## config.mk

```make
export PLATFORM = sky130hd
export DESIGN_NAME = xml_text_escape_encoder
export DESIGN_NICKNAME = d
export VERILOG_FILES = /design/src/sv/xesc_pkg.sv /design/src/sv/xesc_front.sv /design/src/sv/xesc_queue.sv /design/src/sv/xesc_back.sv /design/src/sv/xml_text_escape_encoder.sv
export SDC_FILE = /design/constraint.sdc
export NUM_CORES = 1
export LEC_CHECK = 0
export ABC_AREA = 1
export BUFFER_PORTS_ARGS = -buffer_cell sky130_fd_sc_hd__buf_2
export CAP_MARGIN = 20
export CELL_PAD_IN_SITES_DETAIL_PLACEMENT = 1
export CELL_PAD_IN_SITES_GLOBAL_PLACEMENT = 1
export CORE_MARGIN = 5
export CORE_UTILIZATION = 40
export CTS_BUF_LIST = sky130_fd_sc_hd__clkbuf_4 sky130_fd_sc_hd__clkbuf_8
export DETAILED_ROUTE_END_ITERATION = 10
export PLACE_DENSITY_LB_ADDON = 0.08
export SLEW_MARGIN = 30
export SYNTH_ARGS = -nofsm -noshare
export SYNTH_HDL_FRONTEND = slang
export SYNTH_HIERARCHICAL = 1
export SYNTH_SLANG_ARGS = --single-unit
```

## constraint.sdc

```tcl
create_clock -name clock -period 8.2 [get_ports clock]
set_clock_uncertainty 0.15 [all_clocks]
set_input_delay 0.82 -clock clock [delete_from_list [all_inputs] [get_ports clock]]
set_output_delay 0.82 -clock clock [all_outputs]
set_load 0.02 [all_outputs]
```

## src/sv/xesc_pkg.sv

```systemverilog
// ----------------------------------------------------------------------------
// xesc_pkg
// Shared types, constants and helpers for the XML text escape encoder.
// ----------------------------------------------------------------------------
package xesc_pkg;

   localparam int CpW      = 21;
   localparam int ByteW    = 7;
   localparam int MaxBytes = 10;
   localparam int LenW     = $clog2(MaxBytes + 1);
   localparam int IdxW     = $clog2(MaxBytes);
   localparam int NibCnt   = 6;

   // ASCII characters used by the escape sequences
   localparam logic [ByteW-1:0] ChAmp   = 7'h26;
   localparam logic [ByteW-1:0] ChHash  = 7'h23;
   localparam logic [ByteW-1:0] ChX     = 7'h78;
   localparam logic [ByteW-1:0] ChSemi  = 7'h3b;
   localparam logic [ByteW-1:0] ChLt    = 7'h3c;
   localparam logic [ByteW-1:0] ChApos  = 7'h27;
   localparam logic [ByteW-1:0] ChQuot  = 7'h22;
   localparam logic [ByteW-1:0] ChDel   = 7'h7f;
   localparam logic [ByteW-1:0] ChLowA  = 7'h61;
   localparam logic [ByteW-1:0] ChLowL  = 7'h6c;
   localparam logic [ByteW-1:0] ChLowM  = 7'h6d;
   localparam logic [ByteW-1:0] ChLowO  = 7'h6f;
   localparam logic [ByteW-1:0] ChLowP  = 7'h70;
   localparam logic [ByteW-1:0] ChLowQ  = 7'h71;
   localparam logic [ByteW-1:0] ChLowS  = 7'h73;
   localparam logic [ByteW-1:0] ChLowT  = 7'h74;
   localparam logic [ByteW-1:0] ChLowU  = 7'h75;
   localparam logic [ByteW-1:0] ChZero  = 7'h30;

   typedef enum logic [2:0] {
      KIND_PASS,
      KIND_LT,
      KIND_APOS,
      KIND_QUOT,
      KIND_AMP,
      KIND_DEC,
      KIND_HEX
   } kind_type;

   // One fully expanded escape run, ready to be serialized.
   typedef struct packed {
      logic [MaxBytes-1:0][ByteW-1:0] bytes;
      logic [LenW-1:0]                len;
   } item_type;

   function automatic logic [ByteW-1:0] hex_char(input logic [3:0] d);
      logic [ByteW-1:0] ch;
      if (d < 4'd10) begin
         ch = ChZero + {3'b000, d};
      end else begin
         ch = ChLowA + {3'b000, d} - 7'd10;
      end
      return ch;
   endfunction

endpackage

```

## src/sv/xesc_front.sv

```systemverilog
// ----------------------------------------------------------------------------
// xesc_front
// Classifies one code point and expands it into its escaped byte run.
// ----------------------------------------------------------------------------
module xesc_front (
   input  logic [xesc_pkg::CpW-1:0] code_point,
   input  logic                     escape_ctl,
   output xesc_pkg::item_type       item
);
   import xesc_pkg::*;

   logic [ByteW-1:0]         ch;
   logic                     is_ascii;
   logic                     is_ctrl;
   kind_type                 kind;
   logic [NibCnt-1:0][3:0]   nib;
   logic [2:0]               nd;
   logic [1:0]               pl;
   logic                     dec_h;
   logic [ByteW-1:0]         dec_r;
   logic [14:0]              dec_prod;
   logic [3:0]               dec_t;
   logic [ByteW-1:0]         dec_t10;
   logic [3:0]               dec_u;
   logic [LenW-1:0]          k_v;
   logic [2:0]               d_idx;

   assign ch       = code_point[ByteW-1:0];
   assign is_ascii = (code_point[CpW-1:ByteW] == '0);
   assign is_ctrl  = ((ch < 7'h20) || (ch == ChDel)) && !((ch >= 7'h09) && (ch <= 7'h0d));

   always_comb begin
      if (!is_ascii) begin
         kind = KIND_HEX;
      end else if (ch == ChLt) begin
         kind = KIND_LT;
      end else if (ch == ChApos) begin
         kind = KIND_APOS;
      end else if (ch == ChQuot) begin
         kind = KIND_QUOT;
      end else if (ch == ChAmp) begin
         kind = KIND_AMP;
      end else if (is_ctrl && escape_ctl) begin
         kind = KIND_DEC;
      end else begin
         kind = KIND_PASS;
      end
   end

   // decimal digits of a 7-bit value; tens via reciprocal 205/2048
   assign dec_h    = (ch >= 7'd100);
   assign dec_r    = dec_h ? (ch - 7'd100) : ch;
   assign dec_prod = 15'(dec_r) * 15'd205;
   assign dec_t    = dec_prod[14:11];
   assign dec_t10  = 7'({3'b000, dec_t} * 7'd10);
   assign dec_u    = 4'(dec_r - dec_t10);

   always_comb begin
      nib = '0;
      nd  = 3'd1;
      pl  = 2'd2;
      if (kind == KIND_HEX) begin
         pl = 2'd3;
         for (int j = 0; j < NibCnt - 1; j++) begin
            nib[j] = code_point[4*j +: 4];
         end
         nib[NibCnt-1] = {3'b000, code_point[CpW-1]};
         for (int j = 0; j < NibCnt; j++) begin
            if (nib[j] != 4'd0) begin
               nd = 3'(j + 1);
            end
         end
      end else begin
         nib[0] = dec_u;
         nib[1] = dec_t;
         nib[2] = {3'b000, dec_h};
         if (dec_h) begin
            nd = 3'd3;
         end else if (dec_t != 4'd0) begin
            nd = 3'd2;
         end
      end
   end

   always_comb begin
      item  = '0;
      k_v   = '0;
      d_idx = '0;
      case (kind)
         KIND_PASS: begin
            item.bytes[0] = ch;
            item.len      = LenW'(1);
         end
         KIND_LT: begin
            item.bytes[0] = ChAmp;
            item.bytes[1] = ChLowL;
            item.bytes[2] = ChLowT;
            item.bytes[3] = ChSemi;
            item.len      = LenW'(4);
         end
         KIND_APOS: begin
            item.bytes[0] = ChAmp;
            item.bytes[1] = ChLowA;
            item.bytes[2] = ChLowP;
            item.bytes[3] = ChLowO;
            item.bytes[4] = ChLowS;
            item.bytes[5] = ChSemi;
            item.len      = LenW'(6);
         end
         KIND_QUOT: begin
            item.bytes[0] = ChAmp;
            item.bytes[1] = ChLowQ;
            item.bytes[2] = ChLowU;
            item.bytes[3] = ChLowO;
            item.bytes[4] = ChLowT;
            item.bytes[5] = ChSemi;
            item.len      = LenW'(6);
         end
         KIND_AMP: begin
            item.bytes[0] = ChAmp;
            item.bytes[1] = ChLowA;
            item.bytes[2] = ChLowM;
            item.bytes[3] = ChLowP;
            item.bytes[4] = ChSemi;
            item.len      = LenW'(5);
         end
         KIND_DEC, KIND_HEX: begin
            // prefix, digits most significant first, then ';'
            for (int p = 0; p < MaxBytes; p++) begin
               k_v = LenW'(p) - LenW'(pl);
               if (LenW'(p) < LenW'(pl)) begin
                  if (p == 0) begin
                     item.bytes[p] = ChAmp;
                  end else if (p == 1) begin
                     item.bytes[p] = ChHash;
                  end else begin
                     item.bytes[p] = ChX;
                  end
               end else if (k_v < LenW'(nd)) begin
                  d_idx = nd - 3'd1 - k_v[2:0];
                  item.bytes[p] = hex_char(nib[d_idx]);
               end else if (k_v == LenW'(nd)) begin
                  item.bytes[p] = ChSemi;
               end
            end
            item.len = LenW'(pl) + LenW'(nd) + LenW'(1);
         end
         default: begin
            item.bytes[0] = ch;
            item.len      = LenW'(1);
         end
      endcase
   end

endmodule

```

## src/sv/xesc_queue.sv

```systemverilog
// ----------------------------------------------------------------------------
// xesc_queue
// Two-entry queue of expanded byte runs between the front and back parts.
// ----------------------------------------------------------------------------
module xesc_queue (
   input  logic               clock,
   input  logic               reset,
   input  logic               push,
   input  xesc_pkg::item_type push_item,
   output logic               full,
   input  logic               pop,
   output logic               head_valid,
   output xesc_pkg::item_type head_item
);
   import xesc_pkg::*;

   localparam int Depth = 2;

   item_type   mem_ff [Depth];
   logic       wr_ptr_ff;
   logic       wr_ptr_in;
   logic       rd_ptr_ff;
   logic       rd_ptr_in;
   logic [1:0] cnt_ff;
   logic [1:0] cnt_in;
   logic       do_push;
   logic       do_pop;

   assign full       = (cnt_ff == 2'(Depth));
   assign head_valid = (cnt_ff != 2'd0);
   assign head_item  = mem_ff[rd_ptr_ff];
   assign do_push    = push && !full;
   assign do_pop     = pop && head_valid;

   always_comb begin
      wr_ptr_in = do_push ? !wr_ptr_ff : wr_ptr_ff;
      rd_ptr_in = do_pop  ? !rd_ptr_ff : rd_ptr_ff;
      cnt_in    = cnt_ff + 2'(do_push) - 2'(do_pop);
   end

   always_ff @(posedge clock) begin
      if (reset) begin
         wr_ptr_ff <= 1'b0;
         rd_ptr_ff <= 1'b0;
         cnt_ff    <= 2'd0;
      end else begin
         wr_ptr_ff <= wr_ptr_in;
         rd_ptr_ff <= rd_ptr_in;
         cnt_ff    <= cnt_in;
      end
   end

   always_ff @(posedge clock) begin
      if (do_push) begin
         mem_ff[wr_ptr_ff] <= push_item;
      end
   end

   a_cnt_bound: assert property (@(posedge clock) disable iff (reset)
      cnt_ff <= 2'(Depth))
      else $error("queue count beyond depth");

   a_no_overflow: assert property (@(posedge clock) disable iff (reset)
      !(push && full))
      else $error("push into full queue");

   a_ptr_track: assert property (@(posedge clock) disable iff (reset)
      (cnt_ff == 2'd0 || cnt_ff == 2'(Depth)) |-> (wr_ptr_ff == rd_ptr_ff))
      else $error("queue pointers disagree with count");

endmodule

```

## src/sv/xesc_back.sv

```systemverilog
// ----------------------------------------------------------------------------
// xesc_back
// Serializes the head run into the output register, one byte per cycle unless rsp stalls.
// ----------------------------------------------------------------------------
module xesc_back (
   input  logic                      clock,
   input  logic                      reset,
   input  logic                      head_valid,
   input  xesc_pkg::item_type        head_item,
   output logic                      pop,
   output logic                      rsp_valid,
   input  logic                      rsp_ready,
   output logic [xesc_pkg::ByteW-1:0] rsp_out_byte,
   output logic                      rsp_last_byte
);
   import xesc_pkg::*;

   logic [IdxW-1:0]  idx_ff;
   logic [IdxW-1:0]  idx_in;
   logic             valid_ff;
   logic             valid_in;
   logic [ByteW-1:0] byte_ff;
   logic [ByteW-1:0] byte_in;
   logic             last_ff;
   logic             last_in;
   logic             load;
   logic             is_last;

   assign load    = head_valid && (!valid_ff || rsp_ready);
   assign is_last = (LenW'(idx_ff) == head_item.len - LenW'(1));
   assign pop     = load && is_last;

   always_comb begin
      idx_in   = idx_ff;
      valid_in = valid_ff && !rsp_ready;
      byte_in  = byte_ff;
      last_in  = last_ff;
      if (load) begin
         valid_in = 1'b1;
         byte_in  = head_item.bytes[idx_ff];
         last_in  = is_last;
         idx_in   = is_last ? '0 : idx_ff + IdxW'(1);
      end
   end

   always_ff @(posedge clock) begin
      if (reset) begin
         idx_ff   <= '0;
         valid_ff <= 1'b0;
      end else begin
         idx_ff   <= idx_in;
         valid_ff <= valid_in;
      end
   end

   always_ff @(posedge clock) begin
      byte_ff <= byte_in;
      last_ff <= last_in;
   end

   assign rsp_valid     = valid_ff;
   assign rsp_out_byte  = byte_ff;
   assign rsp_last_byte = last_ff;

   // mid-run index implies the run is still at the queue head
   a_idx_has_head: assert property (@(posedge clock) disable iff (reset)
      (idx_ff != '0) |-> head_valid)
      else $error("byte index without queued run");

   a_idx_in_run: assert property (@(posedge clock) disable iff (reset)
      head_valid |-> (LenW'(idx_ff) < head_item.len))
      else $error("byte index past run length");

   a_pop_marks_last: assert property (@(posedge clock) disable iff (reset)
      pop |=> (valid_ff && last_ff && idx_ff == '0))
      else $error("run popped without last byte");

endmodule

```

## src/sv/xml_text_escape_encoder.sv

```systemverilog
// ----------------------------------------------------------------------------
// xml_text_escape_encoder
// Turns decoded code points into XML-escaped ASCII text, one byte per item.
// ----------------------------------------------------------------------------
//   channel  | ports                          | payload
//   ---------+--------------------------------+------------------------------
//   request  | req_valid / req_ready          | req_code_point[20:0]
//   response | rsp_valid / rsp_ready          | rsp_out_byte[6:0], rsp_last_byte
//   csr      | csr_wr_en                      | csr_wr_data (escape_controls)
//
// The back end emits one byte per cycle while rsp is not stalled; a run holds
// 1 byte for plain characters and 4 to 10 bytes for escapes.
// A request is taken whenever the two-entry run queue has room; a byte of the head
// run is registered into the output register when that register is free, then shown on rsp.
// Reset is synchronous; it empties the queue and sets escape_controls to 1.
// A stall on rsp holds the output register and fills the queue, then req_ready drops.
// ----------------------------------------------------------------------------
module xml_text_escape_encoder (
   input  logic                        clock,
   input  logic                        reset,
   input  logic                        req_valid,
   output logic                        req_ready,
   input  logic [xesc_pkg::CpW-1:0]    req_code_point,
   output logic                        rsp_valid,
   input  logic                        rsp_ready,
   output logic [xesc_pkg::ByteW-1:0]  rsp_out_byte,
   output logic                        rsp_last_byte,
   input  logic                        csr_wr_en,
   input  logic                        csr_wr_data
);
   import xesc_pkg::*;

   logic     escape_ctl_ff;
   logic     escape_ctl_in;
   item_type front_item;
   item_type head_item;
   logic     q_full;
   logic     head_valid;
   logic     pop;

   assign escape_ctl_in = csr_wr_en ? csr_wr_data : escape_ctl_ff;

   always_ff @(posedge clock) begin
      if (reset) begin
         escape_ctl_ff <= 1'b1;
      end else begin
         escape_ctl_ff <= escape_ctl_in;
      end
   end

   assign req_ready = !q_full;

   xesc_front u_front (
      .code_point (req_code_point),
      .escape_ctl (escape_ctl_ff),
      .item       (front_item)
   );

   xesc_queue u_queue (
      .clock      (clock),
      .reset      (reset),
      .push       (req_valid && req_ready),
      .push_item  (front_item),
      .full       (q_full),
      .pop        (pop),
      .head_valid (head_valid),
      .head_item  (head_item)
   );

   xesc_back u_back (
      .clock         (clock),
      .reset         (reset),
      .head_valid    (head_valid),
      .head_item     (head_item),
      .pop           (pop),
      .rsp_valid     (rsp_valid),
      .rsp_ready     (rsp_ready),
      .rsp_out_byte  (rsp_out_byte),
      .rsp_last_byte (rsp_last_byte)
   );

endmodule

```

# [Yosys cells after proc, flatten, opt, wreduce, memory -nomap -nowiden]
# Memories as Yosys holds them, arrays and structs flattened. A register that Yosys moved wholly into a read port is not among the register bits.
# Index checks and enable logic that the tools add are counted.
[word_totals] word_cells=245 ram_bits=148 n_memories=1 ff_bits=18 inputBits=27
[op_classes] n_mux=86 order_cmp=40 n_addsub=59 n_mul=2 n_reduce_logical=26 n_eq_ne=23
[mem_list] name="u_queue.mem_ff" words=2 word_bits=74 rd=1 rd_clocked_by_memory_dff=1 wr=1 line="xesc_queue.sv:19" source="item_type mem_ff [Depth];"
[op_table] op="two-way mux 7 bit" count=27
[op_table] op="binary-select mux 4 bit (select 3 bit)" count=10
[op_table] op="case mux 21 bit (5 select lines)" count=1
[op_table] op="adder 6 x 4 -> 7 bit (first input constant)" count=10
[op_table] op="adder 6 x 5 -> 7 bit (first input constant)" count=10
[op_table] op="subtractor 7 x 4 -> 7 bit (second input constant)" count=10
[op_table] op="two-way mux 6 bit" count=10
[op_table] op="two-way mux 4 bit" count=11
[op_table] op="case mux 11 bit (4 select lines)" count=1
[op_table] op="== test 4 x 3 -> 1 bit" count=10
[op_table] op="< comparator 3 x 4 -> 1 bit (second input constant)" count=10
[op_table] op="< comparator 4 x 3 -> 1 bit" count=10
[op_table] op="< comparator 4 bit (second input constant)" count=10
[op_table] op="two-way mux 3 bit" count=11
[op_table] op="subtractor 3 bit" count=10
[op_table] op="binary-select mux 7 bit (select 4 bit)" count=1
[op_table] op="== test 7 x 6 -> 1 bit (second input constant)" count=4
[op_table] op="two-way mux 28 bit" count=1
[op_table] op="case mux 7 bit (4 select lines)" count=1
[op_table] op="nonzero test 4 bit" count=5
[op_table] op="subtractor 3 x 2 -> 4 bit (first input constant)" count=4
[op_table] op="multiplier 7 x 8 -> 15 bit (second input constant)" count=1
[op_table] op="zero test 14 bit" count=1
[op_table] op="case mux 7 bit (2 select lines)" count=1
[op_table] op="35 further kinds" count=66

# [Depth between registers and ports, before layout]
[depth] ltp_word=23 mapped_depth=49

# [Cells and area by module]
# Netlist, hierarchy kept.
[modules_own_cells] module="xesc_queue" cells_per_inst=269 instances=1 area_each_um2=5838.1
[modules_own_cells] module="xesc_front" cells_per_inst=759 instances=1 area_each_um2=4194.0
[modules_own_cells] module="xesc_back" cells_per_inst=217 instances=1 area_each_um2=1311.3
[modules_own_cells] module="xml_text_escape_encoder" cells_per_inst=9 instances=1 area_each_um2=58.8

# [Least setup slack after synthesis]
# Ideal clock, no wire load.
[synth_path] kind="input-to-reg" from="input port req_code_point[3] (netlist name)" to="memory u_queue/mem_ff[0][48] (netlist name) (data pin)" t_arrival_ps=7267 required_ps=7785 setup_slack_ps=517 stages=43 cell_sequence="inv_1 > ha_1 > nand2_1 > inv_1 > nand3_2 > nand2_4 > nand2_1 > xor2_1 > inv_1 > ha_1 > inv_1 > fa_1 > inv_1 > ha_1 > inv_1 > fa_1 > inv_1 > ha_1 > (+7 left out) > nand3b_1 > inv_2 > nor2_1 > o21ai_0 > inv_1 > ha_1 > fa_1 > inv_1 > clkbuf_1 > nand3_1 > and2_1 > o21ai_1 > inv_1 > ha_1 > xor2_1 > inv_1 > o21ai_0 > nor2_1"
[synth_rtl] item="start: declaration" line="xml_text_escape_encoder.sv:23" source="input logic [xesc_pkg::CpW-1:0] req_code_point,"
[synth_rtl] item="end: declaration" line="xesc_queue.sv:19"

==> flow_summary.yaml <==
global_route:
  grt_pass1_vias: 8934
  antenna_found_initial: 2
  grt_max_degree: 75
  grt_pass1_wl_um: 49480
  grt-ovfl-total: 0
  grt_usage_pct: 20.09
sta:
  worstMarginPinSlew_ps: 784.3
  setup_violations: 0
  fin_crit_sh_pct: 91.80
  rsz0062_at_grt: "false"
  max_freq_ghz: 0.1328
  tns_ps: 0
  drv_slew: 0
  final-hold-violation-count: 0
  worst_slack_ps: 672.6
  slew_headroom_pct: 47.71
  fin_crit_ps: 7527
synthesis:
  synth_seq_cells: 167
  yosysUniqueCellTypes: 54
  syn_inst: 1254
  syn-cell-area_um2: 11400
  ys_warn_count: 6
  yosysSeqAreaShare_pct: 43.02
  avgSynthCellArea_um2: 9.093
cells_and_area:
  post-route-util_pct: 44.50
  drive_gt1_share_pct: 19.12
  num-fill-cells: 3356
  layout_commonest_cell: "nand2_1"
  area_delta_synth_final_pct: 9.009
  final_cell_mix: "279 x nand2_1, 156 x edfxtp_1, 137 x inv_1"
  seqCellArea_um2: 4908
  n_antenna_cell: 0
  nNetsFinal: 1393
  multi_input_area_um2: 5650
clock_tree:
  cts_root_buffer: "clkbuf_8"
  htree_levels: 4
  tritoncts: "done"
  clkSinkCount: 167
  cts_resized: 0
  clk_latency_ps: 460
  clk_pin_slew_ps: 90
  cts_made_buffers: 17
  hold_buffers: 0
  cts.path.max_buffers: 2
  cts_setup_buffers: 0
placed_design:
  post-dp-hpwl_um: 24040
  place_ws_ps: 28.36
  gp_congestion: 0.8416
  port_buffers: 36
routing:
  first_pass_iters: 4
  drt_iter0_drc: 433
  ant_nets: 0
  via_count: 8696
  wl_um: 31260
  drc_errors: 0
  wl_per_cell_um: 18.48
  avgViaCountPerCell: 5.143
floorplan:
  core_um2: 27930
  die-area_um2: 31980
  num_rows: 61
  io_pins: 37
  start_util_pct: 40.82
  die_w_um: 178.8
  die_h_um: 178.8
min_path:
  hold_end: "escape_ctl_ff"
  hp-class: "reg -> reg"
  hold_depth: 2
  hp-start: "escape_ctl_ff"
pwr:
  leakagePower_nw: 5.367
  p_total_w: 0.002715
  ir_drop_mv: 0.1025
  p_per_area_nw_per_um2: 218.5
setup_path:
  required_ps: 8240
  slowest_stage: "fa_1"
  path_max_fanout: 10
  crit_path_start_kind: "input port"
  path_buf_inv: 13
  worst_ep_arrival_time_ps: 7560
  crit_top_cell: "inv_1"
  rr_worst_depth: 21
  path_class: "in -> reg"
  worstSetupEndpointType: "flip-flop"
  r2r-end: "u_queue/cnt_ff[1]"
  cp_top_family: "adder cells"
  r2r_setup_slack_ps: 4430
  cpPeakStageDelay_ps: 510
outcome:
  status: "completed"
job:
  max_cap_violations: 0
Yosys cell counts (all sizes together):
master,number,area share [%]
nand4,15,0.88
clkbuf,5,0.16
o21ai,81,3.9
o211ai,16,1.1
edfxtp,156,41
xor2,10,0.77
o31ai,2,0.13
buf,32,2.4
mux2,74,9.3
nor3,20,0.97
a31oi,2,0.11
inv,153,5.1
nor4,4,0.27
nand3,111,5.6
and3,1,0.055
clkinv,1,0.044
fa,11,1.9
a21oi,41,1.9
xnor2,2,0.22
nand2,292,10
dfxtp,11,1.9
o21a,1,0.066
conb,1,0.033
or2,11,0.63
ha,55,6.0
nor2,140,4.9
nand3b,3,0.20
and2,2,0.11
o211a,1,0.088
worst register-to-register path: cells and delay by family, from the launching register on:
family	cells	cell delay (ps)
multiplexers	1	430
buffers and inverters	7	1000
adder cells (fa/ha/maj)	3	650
AND/OR/NAND/NOR	10	860
flip-flops	1	570
cells by family after synthesis:
logic type,after synthesis,share of synthesized area [%]
adder cells (fa/ha/maj),66,7.967
flip-flops,167,43.02
AND/OR/NAND/NOR,599,23.75
multiplexers,74,9.283
XOR/XNOR,12,0.9876
other,1,0.03289
buffers and inverters,191,7.692
AO/OA/AOI/OAI,144,7.275
stage by stage:
stage	instance area (um2)	hold WS, ps	cells
floorplan	11410	289.6	1255
global placement	11990	318.7	1659
detailed placement	12000	316.4	1659
CTS	12410	343.3	1691
global route	12430	373.4	1691
finish	12430	338.2	1691
power breakdown:
group | internal, W | switching, W | leakage [nW]
Sequential | 0.00107 | 0.0000244 | 1.48
Clock | 0.000307 | 0.000309 | 0.199
Combinational | 0.000344 | 0.000665 | 3.68
Total | 0.00172 | 0.000998 | 5.37
per-layer routing:
layer | wire (um) | GRT usage [%]
met4 | 379 | 4.285
met3 | 812 | 2.235
met2 | 14920 | 33.72
met1 | 15140 | 28.13
met5 | 0 | 0
flip-flops by register name (all words and copies together) (netlist names), named ones only:
name	count
u_back/rsp_valid	1
u_back/rsp_out_byte	7
u_queue/rd_ptr_ff	1
u_queue/cnt_ff	2
escape_ctl_ff	1
u_back/idx_ff	4
u_back/rsp_last_byte	1
u_queue/wr_ptr_ff	1
u_queue/mem_ff	148
worst max path at each step:
stage | start | endpoint | cells after the start
detailed placement | req_code_point[3] | u_queue/mem_ff[1][36] | 41
finish | req_code_point[3] | u_queue/mem_ff[1][48] | 44
CTS | req_code_point[3] | u_queue/mem_ff[1][36] | 41
global route | req_code_point[3] | u_queue/mem_ff[0][48] | 47
global placement | req_code_point[3] | u_queue/mem_ff[0][48] | 42
floorplan | req_code_point[3] | u_queue/mem_ff[0][48] | 43
final cells by class:
cell class                 count  share of cell area (%)
tap                          378                   3.805
timing repair buffer          63                   3.171
inverter                     154                   4.741
clock buffer                  18                   1.943
sequential                   167                   39.49
multi-input combinational    897                   45.46
clock inverter                14                   1.389
(Power assumes the default switching activity.)
